File: src/rtl/prl_pkg.sv
// prl_pkg: shared types, codes and constants for the positional record list
// no dependencies
`default_nettype none
package prl_pkg;
  localparam int unsigned LIST_DEPTH_DEF = 16;
  localparam int unsigned REC_W = 192;

  typedef enum logic [2:0] {
    ACT_INS_FRONT = 3'd0,
    ACT_INS_END   = 3'd1,
    ACT_INS_POS   = 3'd2,
    ACT_DEL_FRONT = 3'd3,
    ACT_DEL_END   = 3'd4,
    ACT_DEL_POS   = 3'd5,
    ACT_REVERSE   = 3'd6,
    ACT_DISPLAY   = 3'd7
  } action_t;

  typedef enum logic [1:0] {
    ST_OK     = 2'd0,
    ST_EMPTY  = 2'd1,
    ST_FULL   = 2'd2,
    ST_BADPOS = 2'd3
  } status_t;

  typedef struct packed {
    logic [2:0]  action;
    logic [4:0]  position;
    logic [31:0] roll_number;
    logic [63:0] name_head;
    logic [63:0] name_middle;
    logic [31:0] name_tail;
  } in_word_t;

  typedef struct packed {
    logic [1:0]  status;
    logic [4:0]  list_count;
    logic        record_valid;
    logic [31:0] out_roll;
    logic [63:0] out_name_head;
    logic [63:0] out_name_middle;
    logic [31:0] out_name_tail;
    logic        last_result;
  } out_word_t;

  // back-end operation kinds, decoded in the back end from the queued word
  typedef enum logic [2:0] {
    OP_NONE,
    OP_INSERT,
    OP_DELETE,
    OP_REVERSE,
    OP_DISPLAY
  } op_t;

  typedef enum logic [2:0] {
    BS_IDLE,
    BS_SHIFT,
    BS_SWAP_RD,
    BS_SWAP_WR,
    BS_DISP,
    BS_REPLY
  } bstate_t;
endpackage
`default_nettype wire

File: src/rtl/prl_if.sv
// prl_if: valid/ready channel with a payload word
// depends on prl_pkg
`default_nettype none
interface prl_in_if;
  logic               valid;
  logic               ready;
  prl_pkg::in_word_t  data;
  modport source (output valid, output data, input ready);
  modport sink   (input valid, input data, output ready);
endinterface

`default_nettype wire

File: src/rtl/prl_front.sv
// prl_front: accepts input words and holds them in a two-entry queue
// depends on prl_pkg
`default_nettype none
module prl_front (
  input  wire logic               clk,
  input  wire logic               rst,
  prl_in_if.sink                  in_ch,
  output logic                    q_valid,
  output prl_pkg::in_word_t       q_data,
  input  wire logic               q_pop
);
  prl_pkg::in_word_t slot [2];
  logic       rd_ptr;
  logic       wr_ptr;
  logic [1:0] fill;
  logic       push;

  assign in_ch.ready = (fill != 2'd2);
  assign push = in_ch.valid && in_ch.ready;
  assign q_valid = (fill != 2'd0);
  assign q_data = slot[rd_ptr];

  always_ff @(posedge clk) begin
    if (push) slot[wr_ptr] <= in_ch.data;
    if (rst) begin
      rd_ptr <= 1'b0;
      wr_ptr <= 1'b0;
      fill <= 2'd0;
    end else begin
      if (push) wr_ptr <= ~wr_ptr;
      if (q_pop) rd_ptr <= ~rd_ptr;
      fill <= fill + {1'b0, push} - {1'b0, q_pop};
    end
  end
endmodule
`default_nettype wire

File: src/flat_wrapper.sv
// flat-port wrapper written by rule: the top's interface ports become plain ports
module prl_front_flat 
  (clk, rst, q_valid, q_data, q_pop, in_ch_valid, in_ch_data, in_ch_ready);
  prl_in_if in_ch_i ();
  input  wire logic clk;
  input  wire logic rst;
  output logic q_valid;
  output prl_pkg::in_word_t q_data;
  input  wire logic q_pop;
  input wire logic [$bits(in_ch_i.valid)-1:0] in_ch_valid;
  input wire logic [$bits(in_ch_i.data)-1:0] in_ch_data;
  output wire logic [$bits(in_ch_i.ready)-1:0] in_ch_ready;
  assign in_ch_i.valid = in_ch_valid;
  assign in_ch_i.data = in_ch_data;
  assign in_ch_ready = in_ch_i.ready;
  prl_front u_core (.clk(clk), .rst(rst), .in_ch(in_ch_i), .q_valid(q_valid), .q_data(q_data), .q_pop(q_pop));
endmodule
File: config.mk
export PLATFORM = sky130hd
export DESIGN_NAME = prl_front_flat
export DESIGN_NICKNAME = d
export VERILOG_FILES = /design/src/rtl/prl_pkg.sv /design/src/rtl/prl_if.sv /design/src/rtl/prl_front.sv /design/src/flat_wrapper.sv
export SDC_FILE = /design/constraint.sdc
export NUM_CORES = 1
export LEC_CHECK = 0
export CAP_MARGIN = 20
export CORE_MARGIN = 4
export CORE_UTILIZATION = 30
export DETAILED_ROUTE_END_ITERATION = 7
export DONT_BUFFER_PORTS = 1
export HOLD_SLACK_MARGIN = 0.15
export SYNTH_ARGS = -nofsm -noshare
export SYNTH_HDL_FRONTEND = slang
export SYNTH_SLANG_ARGS = --single-unit
export TNS_END_PERCENT = 5
File: constraint.sdc
create_clock -name clk -period 9 [get_ports clk]
set_input_delay 1.8 -clock clk [delete_from_list [all_inputs] [get_ports clk]]
set_output_delay 1.8 -clock clk [all_outputs]
set_load 0.01 [all_outputs]
After elaboration in Yosys (flattened, before gate mapping)
Memories as Yosys holds them, arrays and structs flattened. A register that Yosys moved wholly into a read port is not among the register bits.
Cells that the tools add are included.

word-level totals
  latch bits = 0
  output and inout port bits = 202
  memories kept = 1
  RAM bits = 400
  ROM bits = 0
  logic and storage cells = 15
  bits in registers = 4

operators by class
  multiply operators = 0
  shift operators = 0
  bitwise logic cells = 2
  muxes and demuxes = 4
  eq/ne operators = 1
  reductions and logical operators = 2
  div/mod/pow operators = 0
  magnitude comparators = 0
  add/sub/neg operators = 2

memories
  memory       words  width  rd ports  clocked after Yosys merged registers in  write ports  line             text
  u_core.slot  2      200    1         1                                        1            prl_front.sv:12  prl_pkg::in_word_t slot [2];

operator list
  operator              count
  $mux W1               4
  $add A2 B1 Y2         1
  $ne A2 B2 Y1 const B  1
  $not A1 Y1            2
  $reduce_bool A2 Y1    1
  $sub A2 B1 Y2         1
  $logic_and A1 B1 Y1   1

Depth between registers and ports, before layout
Gate-level depths: netlist of run 1.

  depth after elaboration = 4
  mapped depth = 5

Least setup slack after synthesis of run 1
No wires, ideal clock.

  path kind = input-to-reg
  from = input port in_ch_valid
  to = memory u_core.slot[1][0] (netlist bit), enable pin
  path slack = 1.995 ns
  required time = 8.414 ns
  data arrival time = 6.419 ns
  cell stages on the path = 1
  cell sequence = and3_1

between the ends
  word-level cells in the longest chain between the ends = 3

RTL lines
  element                        line                text
  from (decl)                    flat_wrapper.sv:10  input wire logic [$bits(in_ch_i.valid)-1:0] in_ch_valid;
  $logic_and A1 B1 Y1            prl_front.sv:19     assign push = in_ch.valid && in_ch.ready;
  $mux W1                        prl_front.sv:24     if (push) slot[wr_ptr] <= in_ch.data;
  $mux W1 (implied by the code)  prl_front.sv:24
  to (decl)                      prl_front.sv:12

Every way passes these cells.

==> results.yml, run 1 <==
clock_tree:
  cts_resized: 0
  clkTransAtPathRegs_ps: 60
  cts_root_buf: "clkbuf_16"
  clock_path_buffers: 3
  clock-sinks: 405
  cts_hold_buf: 0
  cts_buffers: 42
  h-tree-depth: 2
  cts_tree: "done"
  postCtsSetupBuffers: 0
  worstSkewPairLatency_ps: 540
grt:
  grt_pass1_vias: 6469
  grt_use_met1_pct: 10.8
  grt_max_degree: 72
  grt_pass1_wl_mm: 42.0
  grt.busiest_layer: "met2"
  grtUsageMet2_pct: 17.8
  overflow: 0
  antenna_found_initial: 1
  met3_usage_pct: 5.45
  grt_use_total_pct: 10.4
hold_path:
  hold_path_depth: 2
  worstHoldStart: "u_core.rd_ptr"
  holdPathEnd: "u_core.rd_ptr"
  hold_path_class: "flip-flop to flip-flop"
sta:
  relSlewSlack_pct: 34.0
  final.min_clock_period_ps: 4670
  fin_ws_ps: 4330
  hold_viol: 0
  final_max_slew_viol_count: 0
  final-setup-viol-count: 0
  worstMarginPinSlew_ps: 990
  finalCritPeriodShare_pct: 51.8
  tns_ps: 0
  fin_worst_skew_ps: 7.39
  timing.fmax_ghz: 0.214
  rsz0062_at_grt: "no"
power_and_ir_drop:
  power.total_w: 0.00440
  powerDensity_nw_per_um2: 262
  leakage_nw: 5.29
  ir_drop_mv: 0.172
floorplan:
  die_x_um: 230
  dieHeight_um: 230
  die-area_um2: 52700
  coreArea_um2: 48100
  start_util_pct: 30.6
  rows: 80
  ioPinCount: 406
status:
  status: "completed"
yosys:
  yosys.area.top_type: "edfxtp_1"
  synth_fp_nets: 853
  ys_types: 22
  yosysSeqAreaShare_pct: 82.2
  synth_ff_type: "edfxtp_1"
  synth.most_common_cell: "edfxtp_1"
  synth-edff-count: 400
  netlist_area_um2: 14700
  postSynthCellCount: 648
  ys_top_cells_by_area: "edfxtp_1 81%, mux2_2 15%, buf_6 1.5%, dfxtp_1 0.68%, buf_4 0.10%"
  async_flop_share_pct: 0
  synth-seq-cells: 405
  synth_top_area_share_pct: 81.5
  synth.avg_cell_area_um2: 22.7
  synth.top_cells.by_count: "400 x edfxtp_1, 200 x mux2_2, 20 x buf_6, 5 x dfxtp_1, 3 x nor2_1"
  synth_warnings: 0
setup_path:
  regToRegSetupSlack_ps: 6080
  reg2reg_to: "u_core.slot[1][118]"
  crit_path_max_fanout: 71
  cp-start-kind: "flip-flop"
  crit_type: "flip-flop to output pin"
  cp-end-kind: "output pin"
  ff2ff_path_depth: 3
  worstReg2RegStart: "u_core.fill[0]"
  critPathArrivalTime_ps: 2870
  cp.required_ps: 7200
drt:
  drt_first_pass_iters: 4
  via_per_inst: 4.38
  drc: 0
  wl_per_cell_um: 21.4
  via_count: 5965
  drt.antenna.violating_nets: 0
  wirelength_mm: 29.1
  drtIter0Drc: 275
place:
  dp.cells: 1288
  placed_cell_area_um2: 15400
  io_buffers: 0
  place.gp.congestion: 0.776
  dpl.hpwl_mm: 19.1
  dp_slack_ps: 4800
run:
  drv_cap: 0
layout:
  area_growth_pct: 14.0
  fin_cells: 1362
  nets: 881
  fin_area_um2: 16800
  drive_gt1_share_pct: 38.1
-- layout make-up --
cell class,instances,area [µm²]
clock buffers,55,1160
inverters,2,15.0
diodes,2,5.00
repair buffers,6,45.0
well taps,656,821
multi-input cells,219,2390
flip-flops and latches,405,12100
clock inverters,17,246
fillers,4463,31300
-- placed cells by master (no fill, tap or decap) --
cell and n:
diode_2 2, mux2i_1 1, nor2b_1 1, clkinv_8 1
xnor2_1 1, nand2_1 1, buf_4 6, mux2_1 1
nor2_1 3, a21o_1 1, ha_1 1, clkinv_4 1
clkbuf_16 45, clkinv_1 5, dfxtp_4 1, or2_2 1
a21bo_2 1, nand3b_1 1, a21oi_1 2, edfxtp_1 400
clkinv_2 3, inv_8 1, dfxtp_1 4, mux2_2 200
nand2b_1 1, and3_4 1, bufinv_16 6, and2b_1 1
clkinvlp_4 1, clkbuf_1 10, nand3_1 1, inv_1 1
-- stage by stage --
step	util, %	hold WS (ps)
floorplan	-	480
global placement	32.0	498
detailed placement	32.0	510
CTS	34.9	524
global route	34.9	586
finish	34.9	527
-- how the worst max path moves through the flow --
stage | endpoint | slack [ps] | from | cells after the start
2_1_floorplan | u_core.slot[1][0] | 1990 | in_ch_valid | 1
3_3_place_gp | q_data[144] | 4780 | flip-flop | 2
3_5_place_dp | q_data[144] | 4800 | flip-flop | 2
4_1_cts | q_data[144] | 4180 | flip-flop | 2
5_1_grt | q_data[144] | 4100 | flip-flop | 2
6_report | q_data[194] | 4330 | flip-flop | 2
-- registers in the layout (all words and copies together), names as in the netlist, named ones only --
| name | flops |
|---|---|
| u_core.wr_ptr | 1 |
| u_core.fill | 2 |
| u_core.rd_ptr | 1 |
| u_core.slot | 400 |
-- worst max-delay path, cell delays in order, from the launching register on --
cell     delay [ps]
dfxtp_4         970
buf_4           790
mux2_2          470
-- layer usage --
metal | wire length, µm | part of all wire, % | vias up
met5 | 0 | 0 | -
met4 | 949 | 3.3 | 0
met3 | 3300 | 11 | 56
met2 | 14800 | 51 | 251
met1 | 10100 | 34 | 3021
li1 | - | - | 2637
-- logic make-up after synthesis --
logic type | share of synthesized area [%]
muxes | 15.4
adders and majority gates | 0.0849
buffers and inverters | 1.68
xor gates and xnor gates | 0.0594
AOI/OAI and AO/OA | 0.187
and+or+nand+nor | 0.407
DFF | 82.2
-- where the power goes --
| group | total (W) | internal, W | switching (W) | leakage [nW] |
|---|---|---|---|---|
| logic | 0.000363 | 0.000126 | 0.000237 | 0.844 |
| clock network | 0.00175 | 0.00108 | 0.000671 | 0.682 |
| registers | 0.00229 | 0.00225 | 0.0000420 | 3.77 |
| total | 0.00440 | 0.00345 | 0.000950 | 5.29 |
Power figures use the tool's default switching activity.
==> inputs of run 2 (changes only) <==
--- a/config.mk
+++ b/config.mk
@@ -5,6 +5,7 @@
 export SDC_FILE = /design/constraint.sdc
 export NUM_CORES = 1
 export LEC_CHECK = 0
+export ABC_AREA = 1
 export CAP_MARGIN = 20
 export CORE_MARGIN = 4
 export CORE_UTILIZATION = 30
==> constraint.sdc (replaced) <==
create_clock -name clk -period 4.35 [get_ports clk]
set_input_delay 0.87 -clock clk [delete_from_list [all_inputs] [get_ports clk]]
set_output_delay 0.87 -clock clk [all_outputs]
set_load 0.01 [all_outputs]
==> results.yml, run 2 <==
layout:
  area_growth_pct: 14.0
  utilization_pct: 34.5
  largest_register_ffs: 400
  register_area_um2: 12100
  regMostFlops: "u_core.slot"
  diodes: 0
  nets: 891
  fillerInstances: 4606
  final_cell_mix: "400 x edfxtp_1, 200 x mux2_2, 45 x clkbuf_16, 11 x clkinv_1"
  largest_registers: "u_core.slot (400), u_core.fill (2)"
  final_common_cell: "edfxtp_1"
  multi_input_area_um2: 2380
  drive_gt1_share_pct: 37.3
yosys:
  synth-edff-count: 400
  netlist_area_um2: 14800
  synth_ff_type: "edfxtp_1"
  synth.avg_cell_area_um2: 22.6
  async_flop_share_pct: 0
  postSynthCellCount: 655
  synth.top_cells.by_count: "400 x edfxtp_1, 200 x mux2_2, 20 x clkbuf_8, 9 x nand2_1, 7 x nor2_1"
  synth.most_common_cell: "edfxtp_1"
  yosys.area.top_type: "edfxtp_1"
  ys_types: 13
  yosysSeqAreaShare_pct: 81.9
  synth_fp_nets: 860
  synth_warnings: 0
  ys_top_cells_by_area: "edfxtp_1 81%, mux2_2 15%, clkbuf_8 1.9%, dfxtp_1 0.68%, nand2_1 0.23%"
  synth_top_area_share_pct: 81.2
  synth-seq-cells: 405
floorplan:
  ioPinCount: 406
  dieHeight_um: 230
  die_x_um: 230
  die-area_um2: 52900
  coreArea_um2: 48800
  rows: 81
  start_util_pct: 30.3
grt:
  antenna_found_initial: 0
  overflow: 0
  grt_use_total_pct: 10.7
  grt_pass1_vias: 6555
  grt_max_degree: 122
  grt_pass1_wl_mm: 42.8
sta:
  worstMarginPinSlew_ps: 861
  timing.fmax_ghz: 0.330
  finalCritPeriodShare_pct: 69.7
  fin_worst_skew_ps: 14.5
  rsz0062_at_grt: "no"
  final_max_slew_viol_count: 0
  relSlewSlack_pct: 42.6
  hold_viol: 0
  final-setup-viol-count: 0
  final.min_clock_period_ps: 3030
  tns_ps: 0
power_and_ir_drop:
  powerDensity_nw_per_um2: 533
  leakage_nw: 5.32
  ir_drop_mv: 0.395
place:
  io_buffers: 0
  place.gp.congestion: 0.751
  dpl.hpwl_mm: 19.7
hold_path:
  hold_path_class: "input pin to flip-flop"
  hold_path_depth: 1
clock_tree:
  cts_hold_buf: 0
  cts_resized: 0
  worstSkewPairLatency_ps: 540
  clock-sinks: 405
  cts_buffers: 42
  clkTransAtPathRegs_ps: 60
  cts_tree: "done"
  clock_path_buffers: 3
  cts_root_buf: "clkbuf_16"
  postCtsSetupBuffers: 0
  h-tree-depth: 2
status:
  status: "completed"
setup_path:
  cp.required_ps: 3480
  cp-start-kind: "flip-flop"
  crit_path_max_fanout: 41
  critPathArrivalTime_ps: 2160
  crit_type: "flip-flop to output pin"
  ff2ff_path_depth: 5
  cp-end-kind: "output pin"
drt:
  drc: 0
  wirelength_mm: 29.7
  drt.antenna.violating_nets: 0
  drtIter0Drc: 294
  via_count: 6003
  via_per_inst: 4.35
  wl_per_cell_um: 21.5
  drt_first_pass_iters: 4
run:
  drv_cap: 0
-- run 2: changes by cell type after synthesis, sizes merged, moves of 4 or more --
cell	delta
nor2	+4
inv	+4
clkbuf	+20
buf	-20
nand2	+8
-- run 2: power breakdown --
group / leakage (nW) / switching (W) / internal (W)
sequential: 3.77 / 0.0000839 / 0.00465
clock: 0.645 / 0.00140 / 0.00205
combinational: 0.908 / 0.000506 / 0.000281
total: 5.32 / 0.00199 / 0.00698
-- run 2: cell families after synthesis --
family | after synthesis | share of synthesized area (%)
flops | 405 | 81.9
mux | 200 | 15.2
simple gates | 17 | 0.440
compound gates | 3 | 0.102
buf+inv | 28 | 2.17
fa+ha+maj | 1 | 0.0846
xor+xnor | 1 | 0.0592
-- run 2: area by class of cell --
| class | count | share of cell area (%) |
|---|---|---|
| timing repair buffer | 9 | 1.07 |
| clock buffer | 54 | 6.88 |
| sequential | 405 | 71.9 |
| multi-input combinational | 222 | 14.1 |
| inverter | 6 | 0.134 |
| clock inverter | 20 | 0.995 |
| tap | 664 | 4.93 |
-- run 2: final timing paths --
check,from,to,slack (ps)
worst max-delay path,flip-flop,q_data[12],1320
worst min-delay path,rst,flip-flop,380
worst max register to register,u_core.fill[0],u_core.slot[0][127],2340
worst min register to register,u_core.rd_ptr,flip-flop,520
-- run 2: worst max-delay path, cell delays in order, from the launching register on --
cell and delay, ps:
dfxtp_4 820, buf_12 320, mux2_2 430
-- run 2: through the flow --
stage,setup WS (ps),std cells,area (µm²),total power [W],hold slack (ps)
finish,1320,1380,16900,0.00898,379
global route,1180,1380,16900,0.00935,349
CTS,1200,1380,16900,0.00914,319
detailed placement,1830,1306,15500,0.00563,498
global placement,1850,1306,15500,0.00561,494
floorplan,12.5,655,14800,0.00545,480
-- run 2: per-layer routing --
| layer | routed length, µm | track usage (%) |
|---|---|---|
| met2 | 15800 | 19.1 |
| met5 | 0 | 0 |
| met3 | 3210 | 5.18 |
| met1 | 9540 | 10.4 |
| met4 | 1140 | 5.31 |
